File: src/design/assert_macros.svh
// Assertion macros shared by the downsampler RTL.
`ifndef ASSERT_MACROS_SVH
`define ASSERT_MACROS_SVH

// The condition must hold at every clock edge outside reset.
`define RBD_ASSERT_ALWAYS(name, clk, rst_n, cond, msg) \
    name: assert property (@(posedge clk) disable iff (!rst_n) (cond)) \
        else $error(msg);

// The consequent must hold in the same cycle as the antecedent.
`define RBD_ASSERT_IMPLY(name, clk, rst_n, ante, cons, msg) \
    name: assert property (@(posedge clk) disable iff (!rst_n) (ante) |-> (cons)) \
        else $error(msg);

// The consequent must hold in the cycle after the antecedent.
`define RBD_ASSERT_NEXT(name, clk, rst_n, ante, cons, msg) \
    name: assert property (@(posedge clk) disable iff (!rst_n) (ante) |=> (cons)) \
        else $error(msg);

`endif

File: src/design/rbd_pkg.sv
// Shared types and constants for the 2x2 box downsampler.
`timescale 1ns / 1ps
`default_nettype none
package rbd_pkg;

    localparam int MAX_WIDTH_DEF = 1024;
    localparam int CFG_W         = 11;
    localparam int PIX_W         = 32;
    localparam int NUM_CH        = 4;
    localparam int CH_W          = 8;
    localparam int QTR_W         = 6;
    localparam int HELD_W        = NUM_CH * QTR_W;
    localparam int MIN_SCALE_W   = 64;
    localparam int QTR_SHIFT     = 2;
    localparam int QUEUE_DEPTH   = 4;
    localparam int APB_DATA_W    = 32;
    localparam int APB_ADDR_W    = 3;

    localparam logic [PIX_W-1:0]  QUARTER_MASK = 32'hFCFCFCFC;
    localparam logic [CFG_W-1:0]  SIZE_RESET   = 11'd64;

    // Register indexes of the configuration port.
    typedef enum logic [0:0] {
        REG_IMAGE_WIDTH  = 1'b0,
        REG_IMAGE_HEIGHT = 1'b1
    } rbd_reg_t;

    // Work carried from the front end to the back end.
    typedef enum logic [1:0] {
        CMD_PASS  = 2'd0,
        CMD_STORE = 2'd1,
        CMD_EMIT  = 2'd2
    } rbd_op_t;

    typedef struct packed {
        rbd_op_t            op;
        logic               last;
        logic [PIX_W-1:0]   data;
    } rbd_cmd_t;

    // Configuration handed to the front end.
    typedef struct packed {
        logic [CFG_W-1:0]   width;
        logic [CFG_W-1:0]   height;
        logic               clear;
    } rbd_cfg_t;

endpackage
`default_nettype wire

File: src/design/rbd_queue.sv
// Short queue that decouples the front end from the back end.
`timescale 1ns / 1ps
`default_nettype none
module rbd_queue #(
    parameter int WIDTH = rbd_pkg::PIX_W
) (
    input  wire logic               clk,
    input  wire logic               rst_n,
    input  wire logic               push,
    input  wire logic [WIDTH-1:0]   push_data,
    input  wire logic               pop,
    output logic                    head_valid,
    output logic [WIDTH-1:0]        head_data,
    output logic                    full
);
    import rbd_pkg::*;
    `include "assert_macros.svh"

    localparam int PW = $clog2(QUEUE_DEPTH);
    localparam int NW = $clog2(QUEUE_DEPTH + 1);

    logic [WIDTH-1:0] entry_reg [QUEUE_DEPTH];
    logic [PW-1:0]    wr_ptr_reg, wr_ptr_next;
    logic [PW-1:0]    rd_ptr_reg, rd_ptr_next;
    logic [NW-1:0]    count_reg, count_next;

    assign head_valid = (count_reg != '0);
    assign head_data  = entry_reg[rd_ptr_reg];
    assign full       = (count_reg == NW'(QUEUE_DEPTH));

    // Pointer and fill bookkeeping.
    always_comb
    begin
        wr_ptr_next = wr_ptr_reg;
        rd_ptr_next = rd_ptr_reg;
        count_next  = count_reg;
        if (push)
            wr_ptr_next = (wr_ptr_reg == PW'(QUEUE_DEPTH - 1)) ? '0 : wr_ptr_reg + PW'(1);
        if (pop)
            rd_ptr_next = (rd_ptr_reg == PW'(QUEUE_DEPTH - 1)) ? '0 : rd_ptr_reg + PW'(1);
        if (push && !pop)
            count_next = count_reg + NW'(1);
        else if (pop && !push)
            count_next = count_reg - NW'(1);
    end

    always_ff @(posedge clk or negedge rst_n)
    begin
        if (!rst_n)
        begin
            wr_ptr_reg <= '0;
            rd_ptr_reg <= '0;
            count_reg  <= '0;
        end
        else
        begin
            wr_ptr_reg <= wr_ptr_next;
            rd_ptr_reg <= rd_ptr_next;
            count_reg  <= count_next;
        end
    end

    // Entry storage carries no reset.
    always_ff @(posedge clk)
    begin
        if (push)
            entry_reg[wr_ptr_reg] <= push_data;
    end

    `RBD_ASSERT_IMPLY(a_no_overflow, clk, rst_n, push, !full,
        "queue: push while full")
    `RBD_ASSERT_IMPLY(a_no_underflow, clk, rst_n, pop, head_valid,
        "queue: pop while empty")

endmodule
`default_nettype wire

File: config.mk
export PLATFORM = sky130hd
export DESIGN_NAME = rbd_queue
export DESIGN_NICKNAME = d
export VERILOG_FILES = /design/src/design/rbd_pkg.sv /design/src/design/rbd_queue.sv
export VERILOG_INCLUDE_DIRS = /design/src /design/src/design
export SDC_FILE = /design/constraint.sdc
export NUM_CORES = 1
export LEC_CHECK = 0
export ABC_CLOCK_PERIOD_IN_PS = 4200
export BUFFER_PORTS_ARGS = -buffer_cell sky130_fd_sc_hd__buf_4
export CAP_MARGIN = 20
export CORE_UTILIZATION = 50
export CTS_CLUSTER_SIZE = 25
export DETAILED_ROUTE_END_ITERATION = 6
export GPL_ROUTABILITY_DRIVEN = 0
export PLACE_DENSITY = 0.71
export SLEW_MARGIN = 10
export SYNTH_ARGS = -nofsm -noshare
export SYNTH_HDL_FRONTEND = slang
export SYNTH_SLANG_ARGS = --single-unit
File: constraint.sdc
create_clock -name clk -period 4.2 [get_ports clk]
set_input_delay 0.21 -clock clk [delete_from_list [all_inputs] [get_ports clk]]
set_output_delay 0.21 -clock clk [all_outputs]
set_load 0.01 [all_outputs]
# ---- Yosys cells after proc, flatten, opt, wreduce, memory -nomap -nowiden
# Memories as Yosys holds them, arrays and structs flattened.
# Cells that the tools add are included.
dict set report word_totals {
  ramBits 128
  output_inout_bits 34
  memories 1
  register_bits 7
  inputBits 36
  elab_cells 23
}
dict set report classes {
  reduce_logical 6
  n_mux 6
  n_addsub 4
  n_eq_ne 3
}
# memory depth width read_ports rd_ports_with_merged_regs write_ports line
set memory_table {}
lappend memory_table {entry_reg 4 32 1 0 1 rbd_queue.sv:22} ;# logic [WIDTH-1:0] entry_reg [QUEUE_DEPTH];
# operator count
set op_table {}
lappend op_table {{$mux 3} 2}
lappend op_table {{$add 2x1->2 const B} 2}
lappend op_table {{$eq 2x2->1 const B} 2}
lappend op_table {{$mux 2} 2}
lappend op_table {{$add 3x1->3 const B} 1}
lappend op_table {{$eq 3x3->1 const B} 1}
lappend op_table {{$reduce_bool 3->1} 1}
lappend op_table {{$sub 3x1->3 const B} 1}
lappend op_table {{$logic_and 1x1->1} 2}
lappend op_table {{$logic_not 1->1} 2}
lappend op_table {{$mux 1} 2}
lappend op_table {{$reduce_bool 2->1} 1}

# ---- Logic depth before layout (Yosys ltp)
dict set report depth {
  word_depth 4
  depth_mapped 7
  depth_no_buf 7
}

# ---- Worst setup path before layout
# No wires, ideal clock.
dict set report synth_timing {
  kind {register to register}
  from {reg wr_ptr_reg[0]}
  to {mem entry_reg[2][0] in the netlist's numbering (enable)}
  path_stages_with_launch 4
  synth_period_minus_slack_ns 1.805
  path_buffers 0
  arrival_time_ns 1.413
  path_slack_ns 2.395
  t_required_ns 3.808
  path_cell_list {dfrtp_1 -> inv_1 -> ha_1 -> and2_1}
}
# item line
set synth_lines {}
lappend synth_lines {{start, declared} rbd_queue.sv:23} ;# logic [PW-1:0] wr_ptr_reg, wr_ptr_next;
lappend synth_lines {{start signal, assigned} rbd_queue.sv:57} ;# wr_ptr_reg <= wr_ptr_next;
lappend synth_lines {{end, declared} rbd_queue.sv:22}
# No word-level cell before the write port.

# ---- Worst setup path in the final report
dict set report layout_timing {
  from {reg rd_ptr_reg[0]}
  to {out head_data[25]}
}
dict set report layout_between {
  elab_chain_len 1
}
# item line
set layout_lines {}
lappend layout_lines {{start, declared} rbd_queue.sv:24} ;# logic [PW-1:0] rd_ptr_reg, rd_ptr_next;
lappend layout_lines {{start signal, assigned} rbd_queue.sv:58} ;# rd_ptr_reg <= rd_ptr_next;
lappend layout_lines {{$mem_v2 4x32} --}
lappend layout_lines {{end, declared} rbd_queue.sv:13} ;# output logic [WIDTH-1:0] head_data,
# No other way between the ends.

==> out/results.tsv <==
metric	value	unit
remaining antenna violation count	0	
Yosys cell types	20	
CP arrival	2.36	ns
post-CTS setup buffer count	0	
total CTS buffers	17	
first-pass GRT wire length	12900	um
Setup Skew	0.00645	ns
# DRC	0	
worst vdd ir	0.347	mV
DP HPWL	4600	um
Worst Setup Path Type	flop to primary output	
fillcell total	677	
clock tree sinks	135	
Worst-Margin Slew	0.904	ns
min Tclk post-route	2.57	ns
Skew-Pair Late Insertion Delay	0.50	ns
max cap viols	0	
CP Buf/Inv Count	2	
worst-path cell with the longest stage delay	mux4_1	
layout cells sized above 1	40.8	%
crit-path cells	buf_4 -> mux4_1 -> buf_4	
worst min path class	input pin to asynchronous set/reset pin	
Int Power	3280	uW
maximum number of pins on one net before global-route repair	35	
DR vias/cell	5.12	
final slew viol count	0	
Max-slew headroom	39.7	%
gr ovfl total	0	
initial antenna violation count	0	
CTS tree	done	
PortBufs	69	
RSZ-0062 raised after global routing	false	
max incr delay on CP	0.62	ns
Diodes inserted	0	
clock network power share	31.9	%
DRT Wirelength	8360	um
synthesized area	0.00508	mm^2
Ports	70	
f_max	390	MHz
Placeable Area	0.00982	mm^2
Critical Path RT	3.99	ns
wire per inst	17.9	um
crit path capture type	primary output	
Comb pwr share	25.6	%
area delta synth->final	30.2	%
Initial Util	51.8	%
GR Util All Layers	17.4	%
switching share of total power	26.5	%
final core occ	67.4	%
final cell count without fillers	466	
Max Root-Sink Buffers	2	
Largest register FFs	128	
Row Count	36	
CTS Root Cell	clkbuf_8	
Static Leak	0.00236	uW
Net Count, Synth	248	
final net count	364	
DIE WIDTH	103	um
crit-path most repeated cell	buf_4	
Critical Path Fanout Max	24	
Seq/Total Area, Yosys	79.1	%
Die Y	103	um
clock-pin slew on the worst setup and hold paths	0.06	ns
vias in the first global route	2558	
number of synthesis warnings	0	
CP Launch Type	flop	
dpl cells	400	
Pwr per Cell Area	674	mW/mm^2
Post-Syn Instances	205	
final setup violation count	0	
number of synthesized register bits	135	
TNS Setup	0	ns
Die ar.	0.0106	mm^2
WHS	0.0693	ns
Final Total Pwr	4460	uW
Sequential Power Share	42.5	%
CP top delay family	buffers and inverters	
routed vias	2386	
average size of a mapped cell	24.8	um^2
Hold Fails Final Rpt	0	
outcome	finished clean	
DRT Pass-1 Iters	4	
Max H-tree Level	4	
DRT iter0 DRCs	83	
P_sw	1180	uW
crit share post-route	61.1	%
==> metrics by stage <==
step	worst slack, ns	cell area, um^2
finish	1.63	6620
floorplan	2.40	5080
global placement	2.09	5690
CTS	1.56	6620
detailed placement	2.10	5690
global route	1.46	6620
==> synthesized netlist by cell type <==
cell type / number / area share [%]
mux4_1: 4 / 2.1
buf_12: 3 / 1.2
mux4_2: 28 / 12
inv_1: 4 / 0.30
nor2_1: 3 / 0.22
and2_1: 4 / 0.49
buf_2: 3 / 0.30
nor3b_1: 1 / 0.15
clkbuf_1: 1 / 0.074
xor2_1: 2 / 0.34
edfxtp_1: 128 / 76
dfrtp_1: 7 / 3.4
or3_1: 1 / 0.12
xnor2_1: 1 / 0.17
fa_1: 1 / 0.39
nand2_1: 2 / 0.15
ha_1: 6 / 1.5
buf_6: 1 / 0.22
mux2_2: 3 / 0.66
o21ai_0: 2 / 0.20
==> what timing repair did <==
| action | in CTS | in global routing |
|---|---|---|
| hold buffers | 35 | 0 |
| endpoints found under the setup margin | 0 | 0 |
| resized for setup | 0 | 0 |
| endpoints found under the hold margin | 139 | 0 |
==> cell usage in the layout, fill, tap and decap left out, types with 3 or more instances in the layout <==
cell           synthesis  final
clkbuf_16              0     16
clkinv_2               0      4
and2_2                 0      4
dfrtp_1                7      5
nor2_1                 3      3
edfxtp_1             128    128
dlygate4sd3_1          0     35
mux4_1                 4      4
buf_4                  0     70
mux2_2                 3      3
inv_1                  4      4
ha_1                   6      6
mux4_2                28     28
bufinv_16              0      3
==> cell type report <==
| type | count | area, um^2 | area share (%) |
|---|---|---|---|
| Tap cell | 133 | 166 | 2.52 |
| Clock inverter | 14 | 159 | 2.40 |
| Inverter | 4 | 15.0 | 0.227 |
| Multi-Input combinational cell | 58 | 963 | 14.6 |
| Sequential cell | 135 | 4020 | 60.8 |
| Clock buffer | 17 | 414 | 6.26 |
| Timing Repair Buffer | 105 | 876 | 13.2 |
==> power by group through the flow <==
| stage | clock, uW | combinational (uW) | sequential (uW) |
|---|---|---|---|
| after floorplan | 0 | 823 | 1810 |
| after global placement | 0 | 1130 | 1920 |
| after detailed placement | 0 | 1140 | 1930 |
| after CTS | 1440 | 1170 | 1900 |
| after global routing | 1500 | 1250 | 1930 |
| final | 1420 | 1140 | 1890 |
==> kinds of logic after synthesis <==
group	after synthesis	share of synthesized area (%)
flip-flops	135	79.1
multiplexers	35	15.1
buffers and inverters	12	2.07
AND/OR/NAND/NOR	11	1.13
adder cells (fa/ha/maj)	7	1.87
XOR/XNOR	3	0.517
AO/OA/AOI/OAI	2	0.197
==> path summary, 6_finish.rpt <==
path / start / endpoint / slack [ns] / cells after the start
max in group asynchronous: rst_n / rd_ptr_reg[0] / 3.98 / 2
worst max-delay path: rd_ptr_reg[0] / head_data[25] / 1.63 / 3
worst min-delay path: rst_n / count_reg[1] / 0.07 / 2
worst min register to register: count_reg[2] / count_reg[2] / 0.48 / 1
min in group clk: push_data[24] / entry_reg[3][24] / 0.44 / 2
worst max register to register: wr_ptr_reg[1] / entry_reg[1][11] / 2.42 / 3
==> metal layers <==
layer,part of all wire [%],global-route usage [%],wire length (um)
met3,2.9,4.47,245
met2,51,28.7,4300
met1,44,22.4,3710
met4,1.3,7.15,112
met5,0,0,0
Power figures use the tool's default switching activity.
