--- src/design/assert_macros.svh ---
// Assertion macros shared by the downsampler RTL.
`ifndef ASSERT_MACROS_SVH
`define ASSERT_MACROS_SVH

// The condition must hold at every clock edge outside reset.
`define RBD_ASSERT_ALWAYS(name, clk, rst_n, cond, msg) \
    name: assert property (@(posedge clk) disable iff (!rst_n) (cond)) \
        else $error(msg);

// The consequent must hold in the same cycle as the antecedent.
`define RBD_ASSERT_IMPLY(name, clk, rst_n, ante, cons, msg) \
    name: assert property (@(posedge clk) disable iff (!rst_n) (ante) |-> (cons)) \
        else $error(msg);

// The consequent must hold in the cycle after the antecedent.
`define RBD_ASSERT_NEXT(name, clk, rst_n, ante, cons, msg) \
    name: assert property (@(posedge clk) disable iff (!rst_n) (ante) |=> (cons)) \
        else $error(msg);

`endif

--- src/design/rbd_pkg.sv ---
// Shared types and constants for the 2x2 box downsampler.
`timescale 1ns / 1ps
`default_nettype none
package rbd_pkg;

    localparam int MAX_WIDTH_DEF = 1024;
    localparam int CFG_W         = 11;
    localparam int PIX_W         = 32;
    localparam int NUM_CH        = 4;
    localparam int CH_W          = 8;
    localparam int QTR_W         = 6;
    localparam int HELD_W        = NUM_CH * QTR_W;
    localparam int MIN_SCALE_W   = 64;
    localparam int QTR_SHIFT     = 2;
    localparam int QUEUE_DEPTH   = 4;
    localparam int APB_DATA_W    = 32;
    localparam int APB_ADDR_W    = 3;

    localparam logic [PIX_W-1:0]  QUARTER_MASK = 32'hFCFCFCFC;
    localparam logic [CFG_W-1:0]  SIZE_RESET   = 11'd64;

    // Register indexes of the configuration port.
    typedef enum logic [0:0] {
        REG_IMAGE_WIDTH  = 1'b0,
        REG_IMAGE_HEIGHT = 1'b1
    } rbd_reg_t;

    // Work carried from the front end to the back end.
    typedef enum logic [1:0] {
        CMD_PASS  = 2'd0,
        CMD_STORE = 2'd1,
        CMD_EMIT  = 2'd2
    } rbd_op_t;

    typedef struct packed {
        rbd_op_t            op;
        logic               last;
        logic [PIX_W-1:0]   data;
    } rbd_cmd_t;

    // Configuration handed to the front end.
    typedef struct packed {
        logic [CFG_W-1:0]   width;
        logic [CFG_W-1:0]   height;
        logic               clear;
    } rbd_cfg_t;

endpackage
`default_nettype wire

--- src/design/rbd_front.sv ---
// Front end: counts pixels, chooses the mode and builds the work for the back end.
`timescale 1ns / 1ps
`default_nettype none
module rbd_front #(
    parameter int MAX_WIDTH = rbd_pkg::MAX_WIDTH_DEF,
    parameter int AW        = $clog2(MAX_WIDTH / 2)
) (
    input  wire logic                       clk,
    input  wire logic                       rst_n,
    input  wire rbd_pkg::rbd_cfg_t          cfg,
    input  wire logic [rbd_pkg::PIX_W-1:0]  pixel_in,
    input  wire logic                       in_valid,
    output logic                            in_stall,
    input  wire logic                       queue_full,
    output logic                            push,
    output rbd_pkg::rbd_cmd_t               push_cmd,
    output logic [AW-1:0]                   push_idx
);
    import rbd_pkg::*;
    `include "assert_macros.svh"

    localparam int CW    = $clog2(MAX_WIDTH);
    localparam int SW    = $clog2(MAX_WIDTH + 1);
    localparam int CMP_W = (SW > CFG_W) ? SW : CFG_W;

    logic [CW-1:0]     column_count_reg, column_count_next;
    logic [CW-1:0]     row_count_reg, row_count_next;
    logic [HELD_W-1:0] held_left_reg, held_left_next;

    logic [SW-1:0]     eff_w, eff_h, w_even, h_even;
    logic [SW-1:0]     col_ext, row_ext, col_plus, row_plus;
    logic [CMP_W-1:0]  w_raw, h_raw;
    logic              accept, scale_mode, in_area, col_end;
    logic [PIX_W-1:0]  quarter, pair;
    logic [HELD_W-1:0] quarter_packed;

    // Clamp the programmed sizes to 1..MAX_WIDTH, the range that the line store covers.
    always_comb
    begin
        w_raw = CMP_W'(cfg.width);
        h_raw = CMP_W'(cfg.height);
        if (cfg.width == '0)
            eff_w = SW'(1);
        else if (w_raw > CMP_W'(MAX_WIDTH))
            eff_w = SW'(MAX_WIDTH);
        else
            eff_w = SW'(w_raw);
        if (cfg.height == '0)
            eff_h = SW'(1);
        else if (h_raw > CMP_W'(MAX_WIDTH))
            eff_h = SW'(MAX_WIDTH);
        else
            eff_h = SW'(h_raw);
        w_even = {eff_w[SW-1:1], 1'b0};
        h_even = {eff_h[SW-1:1], 1'b0};
    end

    assign accept     = in_valid && !queue_full;
    assign in_stall   = queue_full;
    assign col_ext    = SW'(column_count_reg);
    assign row_ext    = SW'(row_count_reg);
    assign col_plus   = col_ext + SW'(1);
    assign row_plus   = row_ext + SW'(1);
    assign col_end    = (col_plus >= eff_w);
    assign scale_mode = (eff_w == eff_h) && (eff_w >= SW'(MIN_SCALE_W));
    assign in_area    = (col_ext < w_even) && (row_ext < h_even);

    // Quarter every channel and add the held left neighbour, channel by channel.
    always_comb
    begin
        quarter = (pixel_in & QUARTER_MASK) >> QTR_SHIFT;
        for (int k = 0; k < NUM_CH; k++)
        begin
            quarter_packed[k*QTR_W +: QTR_W] = quarter[k*CH_W +: QTR_W];
            pair[k*CH_W +: CH_W] = {2'b00, held_left_reg[k*QTR_W +: QTR_W]}
                                 + quarter[k*CH_W +: CH_W];
        end
    end

    // Classify the pixel and advance the raster counters.
    always_comb
    begin
        push              = 1'b0;
        push_cmd.op       = CMD_PASS;
        push_cmd.last     = 1'b0;
        push_cmd.data     = pixel_in;
        push_idx          = column_count_reg[AW:1];
        held_left_next    = held_left_reg;
        column_count_next = column_count_reg;
        row_count_next    = row_count_reg;

        if (accept)
        begin
            if (!scale_mode)
            begin
                push          = 1'b1;
                push_cmd.last = col_end && (row_plus >= eff_h);
            end
            else if (in_area)
            begin
                if (!column_count_reg[0])
                    held_left_next = quarter_packed;
                else
                begin
                    push          = 1'b1;
                    push_cmd.data = pair;
                    if (!row_count_reg[0])
                        push_cmd.op = CMD_STORE;
                    else
                    begin
                        push_cmd.op   = CMD_EMIT;
                        push_cmd.last = (col_plus == w_even) && (row_plus == h_even);
                    end
                end
            end

            if (col_end)
            begin
                column_count_next = '0;
                row_count_next    = (row_plus >= eff_h) ? '0 : row_plus[CW-1:0];
            end
            else
                column_count_next = col_plus[CW-1:0];
        end

        // A register write starts a new image.
        if (cfg.clear)
        begin
            column_count_next = '0;
            row_count_next    = '0;
        end
    end

    always_ff @(posedge clk or negedge rst_n)
    begin
        if (!rst_n)
        begin
            column_count_reg <= '0;
            row_count_reg    <= '0;
            held_left_reg    <= '0;
        end
        else
        begin
            column_count_reg <= column_count_next;
            row_count_reg    <= row_count_next;
            held_left_reg    <= held_left_next;
        end
    end

    `RBD_ASSERT_ALWAYS(a_col_in_row, clk, rst_n, (col_ext < eff_w) && (row_ext < eff_h),
        "front: raster position outside the image")

endmodule
`default_nettype wire

--- config.mk ---
export PLATFORM = sky130hd
export DESIGN_NAME = rbd_front
export DESIGN_NICKNAME = d
export VERILOG_FILES = /design/src/design/rbd_pkg.sv /design/src/design/rbd_front.sv
export VERILOG_INCLUDE_DIRS = /design/src /design/src/design
export SDC_FILE = /design/constraint.sdc
export NUM_CORES = 1
export LEC_CHECK = 0
export BUFFER_PORTS_ARGS = -buffer_cell sky130_fd_sc_hd__buf_4
export CORE_ASPECT_RATIO = 2
export CORE_MARGIN = 1.5
export CORE_UTILIZATION = 52
export CTS_CLUSTER_SIZE = 14
export DETAILED_ROUTE_END_ITERATION = 7
export PLACE_DENSITY = 0.77
export SYNTH_ARGS = -nofsm -noshare
export SYNTH_HDL_FRONTEND = slang
export SYNTH_SLANG_ARGS = --single-unit
--- constraint.sdc ---
create_clock -name clk -period 5.4 [get_ports clk]
set_input_delay 1.08 -clock clk [delete_from_list [all_inputs] [get_ports clk]]
set_output_delay 1.08 -clock clk [all_outputs]
set_load 0.01 [all_outputs]
# Word-level counts from Yosys, hierarchy flattened
# Index checks and enable logic that the tools add are counted.
[totals]
register_bits = 44
out_inout_bits = 46
wordCells = 55
[op_classes]
n_mux = 23
bitwise = 1
reduce_logical = 12
n_lt_le_gt_ge = 7
eq_ne = 3
addsub = 6
[ops]
columns = ["op", "n"]
rows = [
  ["$mux 35", 3],
  ["$mux 10", 7],
  ["$mux 11", 4],
  ["$eq 11x11->1", 3],
  ["$mux 32", 1],
  ["$add 6x6->7", 4],
  ["$add 10x1->11 const B", 2],
  ["$ge 11x11->1", 2],
  ["$gt 11x11->1 const B", 2],
  ["$logic_not 11->1", 2],
  ["$lt 10x11->1", 2],
  ["$ge 11x7->1 const B", 1],
  ["$mux 1", 6],
  ["$logic_and 1x1->1", 5],
  ["$mux 2", 2],
  ["$reduce_and 4->1", 1],
  ["$reduce_bool 2->1", 2],
  ["$reduce_and 2->1", 1],
  ["$logic_not 1->1", 1],
  ["$not 1->1", 1],
]

# Logic depth before layout (Yosys ltp)
[depth]
depth_word = 10
depth_mapped = 14
mapped_depth_nobuf = 12

# Worst setup path after synthesis
# OpenSTA, ideal clock, no wires.
[synth_path]
kind = "input port to output port"
startpoint = "input port cfg[11] in the netlist's numbering"
endpoint = "output port push_cmd[11] in the netlist's numbering"
stages = 14
t_arrival_ns = 3.620
path_slack_ns = 0.700
required_ns = 4.320
path_cell_list = "clkbuf_1 inv_2 clkbuf_1 nand2_1 ha_1 a211o_1 a21oi_1 a221oi_1 nor4_2 nand2_2 or2_1 buf_2 buf_6 mux2_4"
[synth_rtl]
columns = ["element", "line_no", "text"]
rows = [
  ["start, declared", "rbd_front.sv:10", "input wire rbd_pkg::rbd_cfg_t cfg,"],
  ["end, declared", "rbd_front.sv:16", "output rbd_pkg::rbd_cmd_t push_cmd,"],
]

==> flow_metrics.py <==
metrics = {
    "outcome": {
        "outcome": "completed",
    },
    "logic_synthesis": {
        "synth_top_family_by_area": "adder cells",
        "synthAdderAreaFrac_pct": 18.8,
        "synth-async-reset-ratio_pct": 100,
        "synth_mux_area_share_pct": 9.21,
        "ys_types": 59,
        "netlist.top_cell.by_area": "dfrtp_1",
        "synth-edff-count": 0,
        "synth_compound_area_share_pct": 18.2,
        "syn_inst": 524,
        "yosysSeqAreaShare_pct": 23.6,
        "synth_warnings": 0,
        "synth.area.top_cells": "dfrtp_1 (24%), ha_1 (17%), mux2_1 (5.8%), xnor2_1 (4.5%), a21o_1 (3.5%)",
        "synth_xor_area_share_pct": 8.03,
        "synth_ff_type": "dfrtp_1",
        "syn_nets": 649,
        "yosys.area_share.simple_pct": 16.0,
        "synth-seq-cells": 44,
        "synth_top_cell_area_share_pct": 23.6,
        "synth.most_common_cell": "ha_1",
        "syn-cell-area_um2": 4670,
        "synth_commonest_cells": "ha_1 (62), dfrtp_1 (44), nand2_1 (34)",
        "avgSynthCellArea_um2": 8.92,
    },
    "finish": {
        "nNetsFinal": 731,
        "n_antenna_cell": 0,
        "areaGrowthSynthToFinish_pct": 20.1,
        "n_fill_cell": 730,
        "largest_register_ffs": 24,
        "final_core_util_pct": 64.9,
        "stdcell_area_um2": 5610,
        "drive_gt1_share_pct": 22.9,
    },
    "clock_network": {
        "cts_buffers": 5,
        "postCtsHoldBufs": 0,
        "cts_setup_buffers": 0,
        "clkSinkCount": 44,
        "clk_pin_slew_ns": 0.06,
        "clock_path_buffers": 2,
        "root_buffer": "clkbuf_16",
        "clock_latency_ns": 0.29,
        "cts_tree": "done",
        "ctsResizeCount": 0,
        "cts_htree_levels": 2,
    },
    "setup_path": {
        "worst_ep_required_time_ns": 4.32,
        "endpoint_kind": "output pin",
        "crit_path_max_fanout": 26,
        "path_class": "input pin to output pin",
        "critPathLaunchType": "input pin",
        "crit_arrival_ns": 3.92,
    },
    "route": {
        "wl_per_cell_um": 19.1,
        "num_vias": 4351,
        "drt_iter0_drc": 119,
        "routed_wl_mm": 13.5,
        "drc": 0,
        "first_pass_iters": 5,
        "vias_per_cell": 6.15,
        "ant_nets": 0,
    },
    "sta": {
        "period_share_pct": 92.6,
        "setup_ws_ns": 0.401,
        "whs_ns": 0.494,
        "clock.fmax_mhz": 200,
        "skew_ns": 0.00707,
        "slew_violations": 0,
        "setup_violations": 0,
        "hold_viol_final": 0,
        "final.setup.tns_ns": 0,
        "rsz0062_at_grt": "false",
        "period_needed_ns": 5.00,
        "slew_headroom_pct": 31.6,
        "tightest_slew_ns": 1.02,
    },
    "grt": {
        "grt_pass1_vias": 4639,
        "grt_max_degree": 45,
        "grt_use_total_pct": 29.2,
        "grt_overflow": 0,
        "grt_pass1_wl_mm": 22.1,
        "antenna_found_initial": 0,
    },
    "pwr": {
        "power_leakage_nw": 2.84,
        "switchingPower_mw": 0.319,
        "power.density_nw_per_um2": 186,
        "irDropWorstVdd_uv": 130,
        "seq_power_share_pct": 34.9,
        "combinationalPowerShare_pct": 30.6,
        "clock_power_share_pct": 34.4,
        "sw_frac_of_total_pct": 30.5,
        "internal-power_mw": 0.725,
    },
    "floorplan": {
        "die_h_um": 137,
        "die_w_um": 70.0,
        "die_area_um2": 9600,
        "ios": 105,
        "rows": 48,
        "start_util_pct": 54.0,
        "coreArea_um2": 8650,
    },
    "place": {
        "dp_hpwl_mm": 11.0,
        "pre_cts_ws_ns": 0.402,
        "gp_congestion": 0.993,
        "port_buffers": 104,
        "placed_area_um2": 5440,
    },
    "run": {
        "max-cap-violations": 0,
    },
    "worst_hold_path": {
        "holdCritPathClass": "register to register",
    },
}
-- path summary, 6_finish.rpt --
| path | start | slack [ns] | cells after the start | end |
|---|---|---|---|---|
| worst max register to register | column_count_reg[0] | 1.42 | 12 | column_count_reg[5] |
| worst min register to register | held_left_reg[22] | 0.49 | 1 | held_left_reg[22] |
| worst max-delay path | cfg[22] | 0.40 | 13 | push_cmd[0] |
| worst min-delay path | held_left_reg[22] | 0.49 | 1 | held_left_reg[22] |
| max in group asynchronous | rst_n | 4.19 | 1 | row_count_reg[6] |
| min in group asynchronous | rst_n | 0.78 | 1 | held_left_reg[1] |
-- critical path, stage by stage --
cell	delay, ns
buf_4	0.16
inv_2	0.14
nand2_1	0.11
ha_1	0.30
a211o_1	0.26
a21oi_1	0.12
a221oi_1	0.12
nor4_2	0.34
nand2_2	0.09
or2_1	0.44
buf_12	0.26
mux2_1	0.33
buf_4	0.15
-- per-layer routing --
metal  vias to the layer above  GRT usage (%)  part of all wire (%)
li1                       2059              -                     -
met1                      2098           27.3                    33
met2                       143           57.0                    57
met3                        51           3.09                   3.6
met4                         0           20.6                   6.6
met5                         -              0                     0
-- power by group through the flow --
stage,registers (mW),logic [mW],clock network (mW)
floorplan,0.365,0.200,0
global placement,0.369,0.311,0
detailed placement,0.371,0.319,0
CTS,0.365,0.321,0.368
global route,0.368,0.352,0.379
finish,0.365,0.320,0.360
-- cell type report --
class,count,area [um^2],share of cell area (%)
clock inverter,3,46.3,0.825
multi-input combinational,422,3290,58.6
inverter,22,82.6,1.47
timing repair buffer,111,846,15.1
clock buffer,5,125,2.23
sequential,44,1100,19.6
tap,100,125,2.23
-- stage by stage --
stage                     power [mW]  instances
final                           1.04        707
after global routing            1.10        707
after CTS                       1.05        707
after detailed placement       0.690        699
after global placement         0.680        699
after floorplan                0.566        524
-- cell usage in the layout, fill, tap and decap left out, drive strengths merged, types with 5 or more instances in the layout --
cell    count
nor2       23
a31oi       6
nand4      16
nor3       10
inv        23
dfrtp      44
a21o       22
mux2       32
xnor2      24
nor2b       7
o21ai      49
a21oi      30
xor2       18
buf       111
nand2      35
ha         62
nand2b      8
nand3      19
a211o       5
clkbuf      5
-- cell families after synthesis --
| kind of cell | Yosys count |
|---|---|
| DFF | 44 |
| AOI/OAI and AO/OA | 136 |
| adders and majority gates | 68 |
| muxes | 36 |
| xor gates and xnor gates | 42 |
| buffers and inverters | 58 |
| and+or+nand+nor | 140 |
No activity file was read; power rests on OpenSTA's default activity.
